`config.mk`:
```
export PLATFORM = sky130hd
export DESIGN_NAME = heart_rate_beat_interval_averager
export DESIGN_NICKNAME = d
export VERILOG_FILES = /design/src/sv/hrbi_pkg.sv /design/src/sv/heart_rate_beat_interval_averager.sv /design/src/sv/hrbi_regs.sv /design/src/sv/hrbi_div.sv /design/src/sv/hrbi_datapath.sv /design/src/sv/hrbi_ctrl.sv
export VERILOG_INCLUDE_DIRS = /design/src /design/src/sv
export SDC_FILE = /design/constraint.sdc
export NUM_CORES = 1
export LEC_CHECK = 0
export BUFFER_PORTS_ARGS = -buffer_cell sky130_fd_sc_hd__buf_2
export CAP_MARGIN = 30
export CORE_MARGIN = 2
export CORE_UTILIZATION = 50
export DETAILED_ROUTE_END_ITERATION = 7
export GPL_ROUTABILITY_DRIVEN = 0
export GPL_TIMING_DRIVEN = 0
export PLACE_DENSITY_LB_ADDON = 0.2
export REMOVE_ABC_BUFFERS = 1
export SYNTH_ARGS = -nofsm -noshare
export SYNTH_HDL_FRONTEND = slang
export SYNTH_SLANG_ARGS = --single-unit
```
`constraint.sdc`:
```
create_clock -name clk -period 8.4 [get_ports clk]
set_clock_uncertainty 0.2 [all_clocks]
set_input_delay 0.42 -clock clk [delete_from_list [all_inputs] [get_ports clk]]
set_output_delay 0.42 -clock clk [all_outputs]
set_load 0.02 [all_outputs]
```
`src/sv/assert_macros.svh`:
```
// Assertion macros used by the heart-rate averager controller.
// Each macro clocks on clk and is disabled while arst_n is low.
`ifndef ASSERT_MACROS_SVH
`define ASSERT_MACROS_SVH

// Asserts that a property holds at every rising clock edge outside reset.
`define ASSERT_CLKRST(lbl, prop, msg) \
	lbl: assert property (@(posedge clk) disable iff (!arst_n) (prop)) else $error(msg);

// Asserts that a condition is never true at a rising clock edge outside reset.
`define ASSERT_NEVER(lbl, expr, msg) \
	lbl: assert property (@(posedge clk) disable iff (!arst_n) !(expr)) else $error(msg);

`endif

```
`src/sv/hrbi_pkg.sv`:
```
// Shared types, widths and constants of the heart-rate beat interval averager.
// Used by every module of the block; depends on nothing.
package hrbi_pkg;

	// Field and register widths.
	localparam int SAMPLE_W = 12;
	localparam int LEVEL_W  = 12;
	localparam int NUM_W    = 16;
	localparam int LIMIT_W  = 15;
	localparam int CNT_W    = 16;
	localparam int RATE_W   = 15;
	localparam int BLINK_W  = 11;

	// Rate history ring.
	localparam int HIST_DEPTH = 8;
	localparam int HIST_AW    = $clog2(HIST_DEPTH);
	localparam int SUM_W      = RATE_W + HIST_AW;

	// Shared iterative divider.
	localparam int DIV_W  = 16;
	localparam int DIV_CW = $clog2(DIV_W);

	// APB port.
	localparam int PADDR_W = 5;
	localparam int PDATA_W = 32;

	// Register reset values.
	localparam logic [LEVEL_W-1:0] UPPER_RST = 12'd2685;
	localparam logic [LEVEL_W-1:0] LOWER_RST = 12'd1590;
	localparam logic [NUM_W-1:0]   NUM_RST   = 16'd30000;
	localparam logic [LIMIT_W-1:0] ALARM_RST = 15'd130;
	localparam logic [LIMIT_W-1:0] SLOW_RST  = 15'd60;

	// Arithmetic limits.
	localparam logic [CNT_W-1:0]   COUNT_MAX     = 16'hFFFF;
	localparam logic [RATE_W-1:0]  RATE_MAX      = 15'h7FFF;
	localparam logic [BLINK_W-1:0] BLINK_SLOW    = 11'd1999;
	localparam logic [BLINK_W-1:0] BLINK_ALARM   = 11'd10;
	localparam logic [DIV_W-1:0]   MS_PER_MINUTE = 16'd60000;

	// Register indexes on the configuration port.
	typedef enum logic [2:0] {
		REG_UPPER = 3'd0,
		REG_LOWER = 3'd1,
		REG_NUM   = 3'd2,
		REG_ALARM = 3'd3,
		REG_SLOW  = 3'd4
	} reg_idx_t;

	// Hysteresis detector phases.
	typedef enum logic [1:0] {
		PH_WAIT_RISE = 2'd0,
		PH_WAIT_FALL = 2'd1,
		PH_CNT_RISE  = 2'd2,
		PH_CNT_FALL  = 2'd3
	} phase_t;

	// Configuration register set.
	typedef struct packed {
		logic [LEVEL_W-1:0] upper_level;
		logic [LEVEL_W-1:0] lower_level;
		logic [NUM_W-1:0]   rate_numerator;
		logic [LIMIT_W-1:0] alarm_limit;
		logic [LIMIT_W-1:0] slow_limit;
	} cfg_t;

	// Commands from the controller to the datapath.
	typedef struct packed {
		logic accept;
		logic rate_start;
		logic hist_update;
		logic class_eval;
		logic blink_start;
		logic blink_capture;
		logic emit;
	} cmd_t;

	// Status from the datapath to the controller.
	typedef struct packed {
		logic period_done;
		logic fast_path;
		logic div_done;
		logic div_busy;
		logic out_free;
	} status_t;

endpackage

```
`src/sv/heart_rate_beat_interval_averager.sv`:
```
// Heart-rate beat interval averager, top level: registers, controller, datapath.
// A sample that does not end a beat period gives no item, and intake stays open.
// A sample that ends a period gives its item after the rate division, ring update and
// classification: directly on the fast path, or after a blink division on the 16-step shared divider.
// Throughput: one sample per cycle between beats; a beat holds intake until its result is emitted.
// Reset (arst_n low) restores register defaults and clears phase, count and rate ring.
module heart_rate_beat_interval_averager import hrbi_pkg::*; (
	input  logic                clk,
	input  logic                arst_n,
	input  logic                psel,
	input  logic                penable,
	input  logic                pwrite,
	input  logic [PADDR_W-1:0]  paddr,
	input  logic [PDATA_W-1:0]  pwdata,
	output logic [PDATA_W-1:0]  prdata,
	output logic                pready,
	input  logic                in_valid,
	output logic                in_ready,
	input  logic [SAMPLE_W-1:0] sample,
	output logic                out_valid,
	input  logic                out_ready,
	output logic [RATE_W-1:0]   average_rate,
	output logic [BLINK_W-1:0]  blink_period,
	output logic                alarm
);

	cfg_t    cfg;
	cmd_t    cmd;
	status_t status;

	hrbi_regs u_regs (
		.clk     (clk),
		.arst_n  (arst_n),
		.psel    (psel),
		.penable (penable),
		.pwrite  (pwrite),
		.paddr   (paddr),
		.pwdata  (pwdata),
		.prdata  (prdata),
		.pready  (pready),
		.cfg     (cfg)
	);

	hrbi_ctrl u_ctrl (
		.clk      (clk),
		.arst_n   (arst_n),
		.in_valid (in_valid),
		.in_ready (in_ready),
		.status   (status),
		.cmd      (cmd)
	);

	hrbi_datapath u_dp (
		.clk          (clk),
		.arst_n       (arst_n),
		.cfg          (cfg),
		.cmd          (cmd),
		.status       (status),
		.sample       (sample),
		.out_valid    (out_valid),
		.out_ready    (out_ready),
		.average_rate (average_rate),
		.blink_period (blink_period),
		.alarm        (alarm)
	);

endmodule

```
`src/sv/hrbi_regs.sv`:
```
// Configuration registers of the heart-rate averager behind an APB-style port.
// Depends on hrbi_pkg for the register set type, indexes and reset values.
module hrbi_regs import hrbi_pkg::*; (
	input  logic               clk,
	input  logic               arst_n,
	input  logic               psel,
	input  logic               penable,
	input  logic               pwrite,
	input  logic [PADDR_W-1:0] paddr,
	input  logic [PDATA_W-1:0] pwdata,
	output logic [PDATA_W-1:0] prdata,
	output logic               pready,
	output cfg_t               cfg
);

	cfg_t     cfg_q;
	reg_idx_t idx;
	logic     wr_en;

	assign idx    = reg_idx_t'(paddr[PADDR_W-1:2]);
	assign wr_en  = psel && penable && pwrite;
	assign pready = 1'b1;
	assign cfg    = cfg_q;

	// Register writes; unknown indexes are ignored.
	always_ff @(posedge clk or negedge arst_n) begin
		if (!arst_n) begin
			cfg_q.upper_level    <= UPPER_RST;
			cfg_q.lower_level    <= LOWER_RST;
			cfg_q.rate_numerator <= NUM_RST;
			cfg_q.alarm_limit    <= ALARM_RST;
			cfg_q.slow_limit     <= SLOW_RST;
		end else if (wr_en) begin
			unique case (idx)
				REG_UPPER: cfg_q.upper_level    <= pwdata[LEVEL_W-1:0];
				REG_LOWER: cfg_q.lower_level    <= pwdata[LEVEL_W-1:0];
				REG_NUM:   cfg_q.rate_numerator <= pwdata[NUM_W-1:0];
				REG_ALARM: cfg_q.alarm_limit    <= pwdata[LIMIT_W-1:0];
				REG_SLOW:  cfg_q.slow_limit     <= pwdata[LIMIT_W-1:0];
				default: ;
			endcase
		end
	end

	// Read data follows the addressed register.
	always_comb begin
		prdata = '0;
		unique case (idx)
			REG_UPPER: prdata = PDATA_W'(cfg_q.upper_level);
			REG_LOWER: prdata = PDATA_W'(cfg_q.lower_level);
			REG_NUM:   prdata = PDATA_W'(cfg_q.rate_numerator);
			REG_ALARM: prdata = PDATA_W'(cfg_q.alarm_limit);
			REG_SLOW:  prdata = PDATA_W'(cfg_q.slow_limit);
			default:   prdata = '0;
		endcase
	end

endmodule

```
`src/sv/hrbi_div.sv`:
```
// Restoring divider of the heart-rate averager, one quotient bit per cycle.
// Depends on hrbi_pkg for its operand width.
module hrbi_div import hrbi_pkg::*; (
	input  logic             clk,
	input  logic             arst_n,
	input  logic             start,
	input  logic [DIV_W-1:0] dividend,
	input  logic [DIV_W-1:0] divisor,
	output logic [DIV_W-1:0] quotient,
	output logic             done,
	output logic             busy
);

	logic              busy_q;
	logic              done_q;
	logic [DIV_CW-1:0] cnt_q;
	logic [DIV_W-1:0]  rem_q;
	logic [DIV_W-1:0]  quo_q;
	logic [DIV_W-1:0]  dvsr_q;
	logic [DIV_W:0]    shifted;
	logic              fits;

	// One restoring step: shift in the next dividend bit and try a subtract.
	assign shifted = {rem_q, quo_q[DIV_W-1]};
	assign fits    = shifted >= {1'b0, dvsr_q};

	// Iteration control.
	always_ff @(posedge clk or negedge arst_n) begin
		if (!arst_n) begin
			busy_q <= 1'b0;
			done_q <= 1'b0;
			cnt_q  <= '0;
		end else if (start) begin
			busy_q <= 1'b1;
			done_q <= 1'b0;
			cnt_q  <= DIV_CW'(DIV_W - 1);
		end else if (busy_q) begin
			if (cnt_q == '0) begin
				busy_q <= 1'b0;
				done_q <= 1'b1;
			end else begin
				cnt_q <= cnt_q - 1'b1;
			end
		end else begin
			done_q <= 1'b0;
		end
	end

	// Remainder and quotient shift register.
	always_ff @(posedge clk) begin
		if (start) begin
			rem_q  <= '0;
			quo_q  <= dividend;
			dvsr_q <= divisor;
		end else if (busy_q) begin
			rem_q <= fits ? DIV_W'(shifted - {1'b0, dvsr_q}) : shifted[DIV_W-1:0];
			quo_q <= {quo_q[DIV_W-2:0], fits};
		end
	end

	assign quotient = quo_q;
	assign done     = done_q;
	assign busy     = busy_q;

endmodule

```
`src/sv/hrbi_datapath.sv`:
```
// Datapath of the heart-rate averager: hysteresis detector, period counter,
// rate ring with running sum, blink classification and output register.
// Depends on hrbi_pkg and instantiates hrbi_div.
module hrbi_datapath import hrbi_pkg::*; (
	input  logic                clk,
	input  logic                arst_n,
	input  cfg_t                cfg,
	input  cmd_t                cmd,
	output status_t             status,
	input  logic [SAMPLE_W-1:0] sample,
	output logic                out_valid,
	input  logic                out_ready,
	output logic [RATE_W-1:0]   average_rate,
	output logic [BLINK_W-1:0]  blink_period,
	output logic                alarm
);

	phase_t             phase_q;
	phase_t             phase_d;
	logic [CNT_W-1:0]   count_q;
	logic [CNT_W-1:0]   count_inc;
	logic               hit_hi;
	logic               hit_lo;
	logic               period_done;

	logic [RATE_W-1:0]  hist_q [HIST_DEPTH];
	logic [HIST_AW-1:0] ptr_q;
	logic [SUM_W-1:0]   sum_q;
	logic [RATE_W-1:0]  rate_c;
	logic [RATE_W-1:0]  avg;
	logic               alarm_hit;
	logic               slow_hit;

	logic               div_start;
	logic [DIV_W-1:0]   div_dividend;
	logic [DIV_W-1:0]   div_divisor;
	logic [DIV_W-1:0]   div_quo;
	logic               div_done;
	logic               div_busy;
	logic [BLINK_W-1:0] blink_c;

	logic [BLINK_W-1:0] blink_q;
	logic               alarm_q;
	logic               out_valid_q;
	logic [RATE_W-1:0]  avg_out_q;
	logic [BLINK_W-1:0] blink_out_q;
	logic               alarm_out_q;

	// Level compares and the saturating period count.
	assign hit_hi    = sample >= cfg.upper_level;
	assign hit_lo    = sample <= cfg.lower_level;
	assign count_inc = (count_q == COUNT_MAX) ? count_q : count_q + 1'b1;
	assign period_done = (phase_q == PH_CNT_FALL) && hit_lo;

	// Next detector phase for the sample on the input.
	always_comb begin
		phase_d = phase_q;
		unique case (phase_q)
			PH_WAIT_RISE: if (hit_hi) phase_d = PH_WAIT_FALL;
			PH_WAIT_FALL: if (hit_lo) phase_d = PH_CNT_RISE;
			PH_CNT_RISE:  if (hit_hi) phase_d = PH_CNT_FALL;
			PH_CNT_FALL:  if (hit_lo) phase_d = PH_CNT_RISE;
			default:      phase_d = PH_WAIT_RISE;
		endcase
	end

	// Each accepted item steps the detector and, while counting, the period count.
	always_ff @(posedge clk or negedge arst_n) begin
		if (!arst_n) begin
			phase_q <= PH_WAIT_RISE;
			count_q <= '0;
		end else if (cmd.accept) begin
			phase_q <= phase_d;
			if (period_done) begin
				count_q <= '0;
			end else if (phase_q == PH_CNT_RISE || phase_q == PH_CNT_FALL) begin
				count_q <= count_inc;
			end
		end
	end

	// Shared divider: rate from the finished period, then, off the fast path, the blink period.
	assign div_start    = cmd.rate_start || cmd.blink_start;
	assign div_dividend = cmd.blink_start ? MS_PER_MINUTE : cfg.rate_numerator;
	assign div_divisor  = cmd.blink_start ? DIV_W'(avg) : count_inc;

	hrbi_div u_div (
		.clk      (clk),
		.arst_n   (arst_n),
		.start    (div_start),
		.dividend (div_dividend),
		.divisor  (div_divisor),
		.quotient (div_quo),
		.done     (div_done),
		.busy     (div_busy)
	);

	// Instant rate saturates at the largest storable value.
	assign rate_c = (div_quo > DIV_W'(RATE_MAX)) ? RATE_MAX : div_quo[RATE_W-1:0];

	// Rate ring and running sum; the oldest entry leaves as the new one enters.
	always_ff @(posedge clk or negedge arst_n) begin
		if (!arst_n) begin
			for (int i = 0; i < HIST_DEPTH; i++) begin
				hist_q[i] <= '0;
			end
			ptr_q <= '0;
			sum_q <= '0;
		end else if (cmd.hist_update) begin
			hist_q[ptr_q] <= rate_c;
			ptr_q <= (ptr_q == HIST_AW'(HIST_DEPTH - 1)) ? '0 : ptr_q + 1'b1;
			sum_q <= sum_q - SUM_W'(hist_q[ptr_q]) + SUM_W'(rate_c);
		end
	end

	// Average and its classification against the limits.
	assign avg       = RATE_W'(sum_q / HIST_DEPTH);
	assign alarm_hit = avg >= cfg.alarm_limit;
	assign slow_hit  = avg <= cfg.slow_limit;

	// Blink period from the division, kept within the indicator range.
	always_comb begin
		if (div_quo > DIV_W'(BLINK_SLOW)) begin
			blink_c = BLINK_SLOW;
		end else if (div_quo < DIV_W'(BLINK_ALARM)) begin
			blink_c = BLINK_ALARM;
		end else begin
			blink_c = div_quo[BLINK_W-1:0];
		end
	end

	// Result under construction.
	always_ff @(posedge clk) begin
		if (cmd.class_eval) begin
			alarm_q <= alarm_hit;
			blink_q <= alarm_hit ? BLINK_ALARM : BLINK_SLOW;
		end else if (cmd.blink_capture) begin
			blink_q <= blink_c;
		end
	end

	// Output register; it holds a result until the item is taken.
	always_ff @(posedge clk or negedge arst_n) begin
		if (!arst_n) begin
			out_valid_q <= 1'b0;
		end else if (cmd.emit) begin
			out_valid_q <= 1'b1;
		end else if (out_ready) begin
			out_valid_q <= 1'b0;
		end
	end

	always_ff @(posedge clk) begin
		if (cmd.emit) begin
			avg_out_q   <= avg;
			blink_out_q <= blink_q;
			alarm_out_q <= alarm_q;
		end
	end

	assign out_valid    = out_valid_q;
	assign average_rate = avg_out_q;
	assign blink_period = blink_out_q;
	assign alarm        = alarm_out_q;

	// Status toward the controller.
	assign status.period_done = period_done;
	assign status.fast_path   = alarm_hit || slow_hit;
	assign status.div_done    = div_done;
	assign status.div_busy    = div_busy;
	assign status.out_free    = !out_valid_q || out_ready;

endmodule

```
`src/sv/hrbi_ctrl.sv`:
```
// Controller of the heart-rate averager: sequences sample intake, the two
// divisions, the ring update and the result hand-off. Depends on hrbi_pkg and assert_macros.svh.
`include "assert_macros.svh"

module hrbi_ctrl import hrbi_pkg::*; (
	input  logic    clk,
	input  logic    arst_n,
	input  logic    in_valid,
	output logic    in_ready,
	input  status_t status,
	output cmd_t    cmd
);

	typedef enum logic [4:0] {
		S_IDLE  = 5'b00001,
		S_RATE  = 5'b00010,
		S_CLASS = 5'b00100,
		S_BDIV  = 5'b01000,
		S_EMIT  = 5'b10000
	} state_t;

	state_t state_q;
	state_t state_d;

	// Next state and commands.
	always_comb begin
		state_d  = state_q;
		cmd      = '0;
		in_ready = 1'b0;
		unique case (state_q)
			S_IDLE: begin
				in_ready   = 1'b1;
				cmd.accept = in_valid;
				if (in_valid && status.period_done) begin
					cmd.rate_start = 1'b1;
					state_d        = S_RATE;
				end
			end
			S_RATE: begin
				if (status.div_done) begin
					cmd.hist_update = 1'b1;
					state_d         = S_CLASS;
				end
			end
			S_CLASS: begin
				cmd.class_eval = 1'b1;
				if (status.fast_path) begin
					state_d = S_EMIT;
				end else begin
					cmd.blink_start = 1'b1;
					state_d         = S_BDIV;
				end
			end
			S_BDIV: begin
				if (status.div_done) begin
					cmd.blink_capture = 1'b1;
					state_d           = S_EMIT;
				end
			end
			S_EMIT: begin
				if (status.out_free) begin
					cmd.emit = 1'b1;
					state_d  = S_IDLE;
				end
			end
			default: state_d = S_IDLE;
		endcase
	end

	// State register.
	always_ff @(posedge clk or negedge arst_n) begin
		if (!arst_n) begin
			state_q <= S_IDLE;
		end else begin
			state_q <= state_d;
		end
	end

	// The divider is started only when it is free.
	`ASSERT_NEVER(a_div_start_busy, (cmd.rate_start || cmd.blink_start) && status.div_busy, "divider started while busy")
	// A result is loaded only when the output register can take it.
	`ASSERT_CLKRST(a_emit_free, cmd.emit |-> status.out_free, "result loaded over a waiting item")
	// A finished period always leads into the rate division.
	`ASSERT_CLKRST(a_rate_follows, cmd.rate_start |=> (state_q == S_RATE && status.div_busy), "rate division did not start")

endmodule

```
==> impl_metrics.toml, run 1 <==
[pwr]
power_mw = 7.33
powerDensity_nw_per_um2 = 364
leakage_nw = 9.10
ir_worst_vdd_mv = 0.266

[detailed_routing]
avgViaCountPerCell = 5.66
avgRoutedWirePerCell_um = 18.6
drcViolationCount = 0
drt-initial-drc-count = 830
ant_nets = 0
firstDrtPassIters = 5
wl_um = 43900
dr_total_vias = 13300

[placed_design]
pre_cts_ws_ns = 3.19
placed_cells = 2272
port_buffers = 82
postPlaceCellArea_um2 = 18600
place_hpwl_um = 30900

[sta]
finalSetupViolations = 0
slew_headroom_pct = 34.0
min_period_ns = 5.28
max_freq_ghz = 0.189
fin_tns_setup_ns = 0
worst_pin_slew_ns = 0.989
period_share_pct = 62.8
maxSlewViolCount = 0
rsz0062_at_grt = "no"
post-route-worst-setup-slack_ns = 3.12
hold_ws_ns = 0.0302
hold_viol_final = 0

[worst_setup_path]
worstPathRequired_ns = 8.59
arrival_ns = 5.47
cp_max_fo = 47
crit_type = "reg2reg"
endpoint_kind = "flop"
startpoint_type = "flop"

[synth]
synthMostInstantiatedCell = "dfrtp_1"
synth_top_area_share_pct = 30.2
synth_warnings = 0
netlist_area_um2 = 17700
synth-seq-cells = 328
synth.distinct_cells = 78
synthFlopType = "dfrtp_1"
yosys.area.top_type = "dfrtp_1"
synth-edff-count = 71
syn_inst = 1803
avgSynthCellArea_um2 = 9.80
synthTopCellsByArea = "dfrtp_1 (30%), edfxtp_1 (12%), ha_1 (6.5%)"
async_flop_share_pct = 73.5
synth_top_cells_by_count = "dfrtp_1 (213), nand2_1 (193), nor2_1 (175)"
ys_seq_area_share_pct = 48.2

[layout]
seq_area_um2 = 8520
fillerInstances = 2997
syn_to_final_growth_pct = 13.9
nNetsFinal = 2038
num_antenna_cells = 0
fin_area_um2 = 20100
utilization_pct = 58.0
drive_above_1_share_pct = 14.6
multi_input_area_um2 = 8290
finalNonFillerCells = 2358

[cts]
clock_latency_ns = 0.55
cts_tree = "built"
cts_buffer_depth = 3
clk_pin_slew_worst_paths_ns = 0.06
clkSinkCount = 328
cts-buffers-inserted = 37
cts_root_buffer = "clkbuf_16"
htreeDepth = 2

[global_routing]
grt_pass1_vias = 13000
grt_max_degree = 109
grt.total_usage_pct = 24.8
globalRouteOverflowTotal = 0
antenna_found_initial = 0
grt_first_pass_wirelength_um = 71600

[floorplanning]
die_w_um = 192
placementRows = 68
die_area_um2 = 36900
pin_count = 118
die-height_um = 192
start_util_pct = 50.9
core_area_um2 = 34700

[job]
max_cap_viol_count = 0

[run_status]
status = "finished, final reports clean"

[worst_hold_path]
hp-class = "in2reg"
-- cell families after synthesis --
logic type	share of synthesized area, %
other	0.0425
buffers and inverters	5.28
xor gates and xnor gates	1.69
DFF	48.2
adders and majority gates	8.33
and+or+nand+nor	13.3
AOI/OAI and AO/OA	15.9
muxes	7.34
-- area by class of cell --
| class | count | area share (%) |
|---|---|---|
| clock buffers | 45 | 4.90 |
| clock inverters | 23 | 1.72 |
| inverters | 122 | 2.28 |
| multi-input cells | 1266 | 41.2 |
| flip-flops and latches | 328 | 42.3 |
| well taps | 455 | 2.83 |
| repair buffers | 119 | 4.73 |
-- where the power goes --
| group | switching [mW] | internal [mW] |
|---|---|---|
| registers | 0.330 | 1.98 |
| logic | 1.92 | 1.34 |
| clock network | 0.677 | 1.09 |
-- worst max-delay path, stage by stage, from the launching register on --
cell and delay [ns]:
dfrtp_2 0.95, nor2b_1 0.40, a221oi_1 0.15, o21ai_0 0.54, fa_1 0.52, inv_1 0.07
ha_1 0.27, nor2b_1 0.15, o21a_1 0.18, o21ai_1 0.22, a31oi_1 0.17, nor3_2 0.31
nor3_1 0.12, a2111oi_1 0.54, mux2i_1 0.25, o21ai_1 0.07
-- worst paths after layout --
kind | start | to | slack, ns | cells past startpoint
max | u_dp.ptr_q[2]$_DFFE_PN0P_ | u_dp.sum_q[16]$_DFFE_PN0P_ | 3.12 | 15
max in group asynchronous | arst_n | u_dp.hist_q[99]$_DFFE_PN0P_ | 6.47 | 4
min in group asynchronous | arst_n | u_regs.cfg[26]$_DFFE_PN0P_ | 0.20 | 2
min | out_ready | u_dp.out_valid$_DFFE_PN0P_ | 0.03 | 3
min reg2reg | u_dp.blink_q[5]$_SDFFCE_PP0P_ | u_dp.blink_period[5]$_DFFE_PP_ | 0.22 | 0
max reg2reg | u_dp.ptr_q[2]$_DFFE_PN0P_ | u_dp.sum_q[16]$_DFFE_PN0P_ | 3.12 | 15
-- metal layers --
| layer | GRT usage, % | vias up | wire [µm] |
|---|---|---|---|
| met5 | 0 | - | 0 |
| met4 | 6.55 | 0 | 959 |
| met1 | 35.6 | 6496 | 20400 |
| li1 | - | 6451 | - |
| met3 | 3.07 | 61 | 2090 |
| met2 | 40.0 | 336 | 20400 |
-- cells in the final DEF (no fill, tap or decap), types with 11 or more instances in the layout --
cell	n
nand2_1	193
a31oi_1	11
buf_2	81
conb_1	17
nand4_1	20
o22ai_1	15
xor2_1	14
o21ai_1	22
dfstp_2	28
clkbuf_16	37
dfxtp_1	16
inv_1	120
dlygate4sd3_1	18
fa_1	16
nor3_1	16
mux2_2	52
and3_1	13
nand2b_1	16
mux2i_1	62
dfrtp_1	210
a211oi_1	22
a22oi_1	13
nor2_1	174
a21oi_1	131
ha_1	92
xnor2_1	20
nand3_1	31
a21o_1	31
o21ai_0	155
nor2b_1	14
edfxtp_1	71
-- timing repair --
item,4_1_cts,5_1_grt
setup buffers,0,0
endpoints found under the setup margin,0,0
hold buffers,18,0
resized for setup,0,0
endpoints found under the hold margin,130,0
-- registers in the layout (all words and copies together) (netlist names), 2 cells and up --
signal and count:
u_dp.sum_q 18, u_dp.u_div.quotient 16, u_dp.u_div.rem_q 16, u_dp.count_q 16, u_dp.blink_period 11, u_dp.average_rate 15
u_regs.cfg 70, u_dp.ptr_q 3, u_dp.hist_q 120, u_dp.u_div.cnt_q 4, u_dp.blink_q 11, u_dp.phase_q 2
u_ctrl.state_q 5, u_dp.u_div.dvsr_q 16
No activity file was read; power rests on OpenSTA's default activity.
==> run 2: changes to the inputs <==
==> constraint.sdc (replaced) <==
create_clock -name clk -period 5.1 [get_ports clk]
set_clock_uncertainty 0.2 [all_clocks]
set_input_delay 0.255 -clock clk [delete_from_list [all_inputs] [get_ports clk]]
set_output_delay 0.255 -clock clk [all_outputs]
set_load 0.02 [all_outputs]
==> run 2 against run 1 <==
  * Power is 65% higher
  * First-iteration DRC count is 5.4% higher
  * Global-route usage hardly changed
  * Sequential share of layout area is 0.16 points lower
  * Design area is 0.41% higher
  * Clock power is 64% higher
  * Largest power group unchanged
==> impl_metrics.toml, run 2 (synthesis gave the netlist of run 1 again) <==
[worst_setup_path]
path_buf_inv = 2
slowest_delay_ns = 0.59
worstPathRequired_ns = 5.29
endpoint_kind = "flop"
cp_max_fo = 36
rr_startpoint = "u_dp.ptr_q[1]$_DFFE_PN0P_"
startpoint_type = "flop"
ff2ff_setup_slack_ns = 0.24
arrival_ns = 5.05
ff2ff_path_depth = 16
crit_type = "reg2reg"
crit_slowest_cell = "dfrtp_2"
crit_path_cell_trace = "buf_12 > mux2_2 > a221oi_1 > o21ai_1 > fa_1 > inv_1 > ha_1 > nor2b_1 > o21a_1 > o21ai_1 > a31oi_1 > nor3_2 > nor3_1 > a2111oi_2 > mux2i_1 > o21ai_1"
worstReg2RegEnd = "u_dp.sum_q[16]$_DFFE_PN0P_"
crit_top_cell = "o21ai_1"
critical_path.top_delay_family = "compound AO/OA/AOI/OAI gates"

[sta]
worst_pin_slew_ns = 0.989
post-route-worst-setup-slack_ns = 0.242
slew_headroom_pct = 34.1
fin_tns_setup_ns = 0
period_share_pct = 95.3
rsz0062_at_grt = "no"
max_freq_ghz = 0.206
hold_viol_final = 0
finalSetupViolations = 0
hold_ws_ns = 0.0437
min_period_ns = 4.86
maxSlewViolCount = 0

[layout]
nNetsFinal = 2043
regMostFlops = "u_dp.hist_q"
mostFrequentLayoutCell = "dfrtp_1"
largest_reg_flops = 120
fillerInstances = 2986
finalNonFillerCells = 2363
syn_to_final_growth_pct = 14.4
layout_common_cells = "dfrtp_1 (210), nand2_1 (193), nor2_1 (174), o21ai_0 (154), a21oi_1 (131)"
drive_above_1_share_pct = 14.7
num_antenna_cells = 0

[pwr]
leakage_nw = 9.13
powerDensity_nw_per_um2 = 599
ir_worst_vdd_mv = 0.446

[placed_design]
pre_cts_ws_ns = -0.106
placed_cells = 2272
port_buffers = 82
place_hpwl_um = 30900

[worst_hold_path]
hp-class = "in2async"

[job]
max_cap_viol_count = 0

[detailed_routing]
dr_total_vias = 13400
ant_nets = 0
wl_um = 44100
wl_met3_um = 2090
wl_met1_um = 20400
drt-initial-drc-count = 875
drcViolationCount = 0
avgRoutedWirePerCell_um = 18.7
firstDrtPassIters = 7
topRoutingLayerUsed = "met4"
wl_met2_um = 20600
avgViaCountPerCell = 5.66

[floorplanning]
core_area_um2 = 34700
die_w_um = 192
die_area_um2 = 36900
start_util_pct = 50.9
pin_count = 118
placementRows = 68
die-height_um = 192

[cts]
cts-buffers-inserted = 37
clk_pin_slew_worst_paths_ns = 0.06
htreeDepth = 2
cts_tree = "built"
clock_latency_ns = 0.55
cts_buffer_depth = 3
cts_root_buffer = "clkbuf_16"
clkSinkCount = 328

[global_routing]
antenna_found_initial = 0
grt_max_degree = 109
grt_first_pass_wirelength_um = 71600
globalRouteOverflowTotal = 0
grt.total_usage_pct = 24.8
grt_pass1_vias = 13000

[run_status]
status = "finished, final reports clean"
-- run 2: cell types whose count changed in the layout (fill, tap and decap cells not counted), sizes merged --
cell         previous run  this run
buf                   101       102
dlygate4sd3            18        22
-- run 2: worst register-to-register path, cell delays in order, from the launching register on --
cell and delay, ns:
dfrtp_2 0.59, buf_12 0.27, mux2_2 0.38, a221oi_1 0.25, o21ai_1 0.20, fa_1 0.55
inv_1 0.04, ha_1 0.34, nor2b_1 0.15, o21a_1 0.18, o21ai_1 0.22, a31oi_1 0.17
nor3_2 0.31, nor3_1 0.13, a2111oi_2 0.43, mux2i_1 0.23, o21ai_1 0.07
-- run 2: through the flow --
step | area, µm² | power [mW] | utilization, %
2_1_floorplan | 17300 | 7.69 | -
3_3_place_gp | 18200 | 8.93 | 52.5
3_5_place_dp | 18600 | 9.10 | 53.6
4_1_cts | 20200 | 12.1 | 58.1
5_1_grt | 20200 | 13.0 | 58.2
6_report | 20200 | 12.1 | 58.2
-- run 2: worst max-delay path by stage --
| stage | cells past startpoint | slack, ns | start | end |
|---|---|---|---|---|
| final | 16 | 0.24 | u_dp.ptr_q[1]$_DFFE_PN0P_ | u_dp.sum_q[16]$_DFFE_PN0P_ |
| after global routing | 16 | 0.02 | u_dp.ptr_q[1]$_DFFE_PN0P_ | u_dp.sum_q[16]$_DFFE_PN0P_ |
| after CTS | 16 | 0.001 | u_dp.ptr_q[1]$_DFFE_PN0P_ | u_dp.sum_q[17]$_DFFE_PN0P_ |
| after detailed placement | 15 | -0.11 | u_dp.ptr_q[2]$_DFFE_PN0P_ | u_dp.sum_q[16]$_DFFE_PN0P_ |
| after global placement | 19 | -0.99 | u_dp.ptr_q[0]$_DFFE_PN0P_ | u_dp.sum_q[16]$_DFFE_PN0P_ |
| after floorplan | 15 | 0.35 | u_dp.ptr_q[1]$_DFFE_PN0P_ | u_dp.sum_q[16]$_DFFE_PN0P_ |
-- run 2: what timing repair did --
item,4_1_cts,5_1_grt
setup endpoints to repair,1,5
hold buffers,22,0
gates cloned,0,0
gates resized for setup,2,3
endpoints found under the hold margin,194,0
setup buffers,0,1
-- run 2: cell type report --
class,instances,area (µm²),area share (%)
Sequential cell,328,8520,42.2
Multi-Input combinational cell,1266,8300,41.1
Timing Repair Buffer,124,1020,5.05
Clock buffer,45,986,4.88
Tap cell,455,569,2.82
Inverter,122,458,2.27
Clock inverter,23,345,1.71
-- run 2: power breakdown --
group          total (mW)  switching (mW)  internal (mW)
clock network        2.91            1.12           1.79
logic                5.40            3.18           2.22
registers            3.80           0.543           3.25
total                12.1            4.84           7.27
-- run 2: layer usage --
metal	global-route usage [%]	vias up
li1	-	6457
met1	35.6	6521
met2	40.1	333
met3	3.07	61
met4	6.58	0
met5	0	-
==> run 3: changes to the inputs <==
--- a/config.mk
+++ b/config.mk
@@ -9,7 +9,7 @@
 export BUFFER_PORTS_ARGS = -buffer_cell sky130_fd_sc_hd__buf_2
 export CAP_MARGIN = 30
 export CORE_MARGIN = 2
-export CORE_UTILIZATION = 50
+export CORE_UTILIZATION = 25
 export DETAILED_ROUTE_END_ITERATION = 7
 export GPL_ROUTABILITY_DRIVEN = 0
 export GPL_TIMING_DRIVEN = 0
==> run 3 against run 2 <==
  * Critical path type unchanged
  * Die area up 98%
  * Worst hold slack worse by 0.0034 ns
  * Register-to-register slack better by 0.05 ns
  * Final cell count up 21%
  * Largest cell class unchanged
  * Critical path depth up 1
  * Global-route usage down 11 points
  * Power up 3.1%
==> impl_metrics.toml, run 3 (synthesis gave the netlist of run 1 again) <==
[pwr]
powerDensity_nw_per_um2 = 594
leakage_nw = 9.24
ir_worst_vdd_mv = 0.371

[floorplanning]
core_area_um2 = 70000
pin_count = 118
start_util_pct = 25.2
die_area_um2 = 72800
die_w_um = 270
die-height_um = 270
placementRows = 97

[worst_setup_path]
arrival_ns = 5.05
ff2ff_setup_slack_ns = 0.29
worstPathRequired_ns = 5.34
rr_startpoint = "u_dp.ptr_q[0]$_DFFE_PN0P_"
critical_path.top_delay_family = "compound AO/OA/AOI/OAI gates"
crit_path_cell_trace = "buf_16 > and2_0 > o2bb2ai_1 > nand2_1 > o221ai_1 > fa_1 > inv_1 > ha_1 > a21o_1 > a21oi_1 > a21oi_1 > o41ai_4 > o211ai_1 > a31oi_1 > xnor2_1 > nor2_1 > xnor2_1"
endpoint_kind = "flop"
worstReg2RegEnd = "u_dp.sum_q[17]$_DFFE_PN0P_"
path_buf_inv = 2
crit_type = "reg2reg"
slowest_delay_ns = 0.59
crit_slowest_cell = "dfrtp_4"
cp_max_fo = 19
ff2ff_path_depth = 17
setup.worst_path.start = "u_dp.ptr_q[0]$_DFFE_PN0P_"
crit_end = "u_dp.sum_q[17]$_DFFE_PN0P_"
startpoint_type = "flop"
path_depth = 17

[layout]
mostFrequentLayoutCell = "dfrtp_1"
utilization_pct = 30.0
num_antenna_cells = 0
regMostFlops = "u_dp.hist_q"
nNetsFinal = 2050
layout_common_cells = "dfrtp_1 (210), nand2_1 (193), nor2_1 (172), o21ai_0 (155), a21oi_1 (131)"
largest_reg_flops = 120
syn_to_final_growth_pct = 19.0
finalNonFillerCells = 2859
drive_above_1_share_pct = 15.3

[sta]
worst_pin_slew_ns = 0.989
finalSetupViolations = 0
period_share_pct = 94.3
slew_headroom_pct = 34.1
maxSlewViolCount = 0
post-route-worst-setup-slack_ns = 0.290
hold_viol_final = 0
rsz0062_at_grt = "no"
max_freq_ghz = 0.208
min_period_ns = 4.81

[global_routing]
grt_pass1_vias = 13500
grt_first_pass_wirelength_um = 79400
grt.total_usage_pct = 13.9
grt_max_degree = 109
globalRouteOverflowTotal = 0
antenna_found_initial = 0

[cts]
cts_root_buffer = "clkbuf_16"
cts-buffers-inserted = 41
clkSinkCount = 328
clock_latency_ns = 0.57
cts_buffer_depth = 3
cts_tree = "built"
clk_pin_slew_worst_paths_ns = 0.06
htreeDepth = 2

[detailed_routing]
avgViaCountPerCell = 4.66
dr_total_vias = 13300
firstDrtPassIters = 5
drt-initial-drc-count = 985
drcViolationCount = 0
wl_um = 50700
avgRoutedWirePerCell_um = 17.7
ant_nets = 0

[worst_hold_path]
hp-class = "in2async"

[placed_design]
placed_cells = 2760
port_buffers = 82
pre_cts_ws_ns = 0.0114
place_hpwl_um = 36500

[job]
max_cap_viol_count = 0

[run_status]
status = "finished, final reports clean"
run 3: cell count changes in the layout (fill, tap and decap cells not counted), sizes merged:
cell / before / now
buf: 102 / 105
clkbuf: 45 / 57
bufinv: 8 / 6
clkinv: 12 / 11
clkinvlp: 3 / 2
run 3: final cells by class:
cell class | instances | area [µm²]
Inverter | 122 | 458
Tap cell | 940 | 1180
Fill cell | 7199 | 49000
Clock inverter | 19 | 250
Sequential cell | 328 | 8530
Clock buffer | 57 | 1200
Timing Repair Buffer | 127 | 1100
Multi-Input combinational cell | 1266 | 8320
run 3: timing repair:
action	CTS	global route
hold buffers	22	0
endpoints found under the hold margin	205	0
endpoints found under the setup margin	2	3
pin swaps	0	0
setup buffers	0	1
resized for setup	1	7
run 3: worst min path at each step:
| stage | start | to | slack, ns | cells after the start |
|---|---|---|---|---|
| after floorplan | arst_n | u_ctrl.state_q[1]$_DFFE_PN0P_ | -0.24 | 0 |
| after global placement | u_dp.alarm_q$_DFFE_PP_ | u_dp.alarm$_DFFE_PP_ | 0.21 | 0 |
| after detailed placement | arst_n | u_regs.cfg[46]$_DFFE_PN0P_ | 0.05 | 1 |
| after CTS | arst_n | u_regs.cfg[17]$_DFFE_PN0P_ | 0.04 | 2 |
| after global routing | arst_n | u_regs.cfg[49]$_DFFE_PN0P_ | 0.06 | 2 |
| final | arst_n | u_regs.cfg[46]$_DFFE_PN0P_ | 0.04 | 2 |
run 3: per-stage QoR:
stage | hold slack (ns) | setup TNS [ns] | cell area, µm² | total power [mW]
finish | 0.0403 | 0 | 21000 | 12.5
detailed placement | 0.0485 | 0 | 19300 | 9.31
CTS | 0.0413 | 0 | 21000 | 12.5
global route | 0.0647 | 0 | 21000 | 13.5
global placement | 0.209 | -248.18 | 18800 | 9.18
floorplan | -0.241 | 0 | 17300 | 7.69
run 3: per-layer routing:
layer  wire length (µm)  global-route usage, %  vias to the layer above
met5                  0                      0                        -
met4               1220                   4.06                        0
met3               2500                   2.73                       72
met2              23400                   22.7                      288
met1              23500                   18.6                     6489
li1                   -                      -                     6477
run 3: power by group:
group | internal (mW) | switching [mW] | total, mW
clock | 1.94 | 1.17 | 3.11
sequential | 3.26 | 0.593 | 3.85
combinational | 2.27 | 3.25 | 5.52
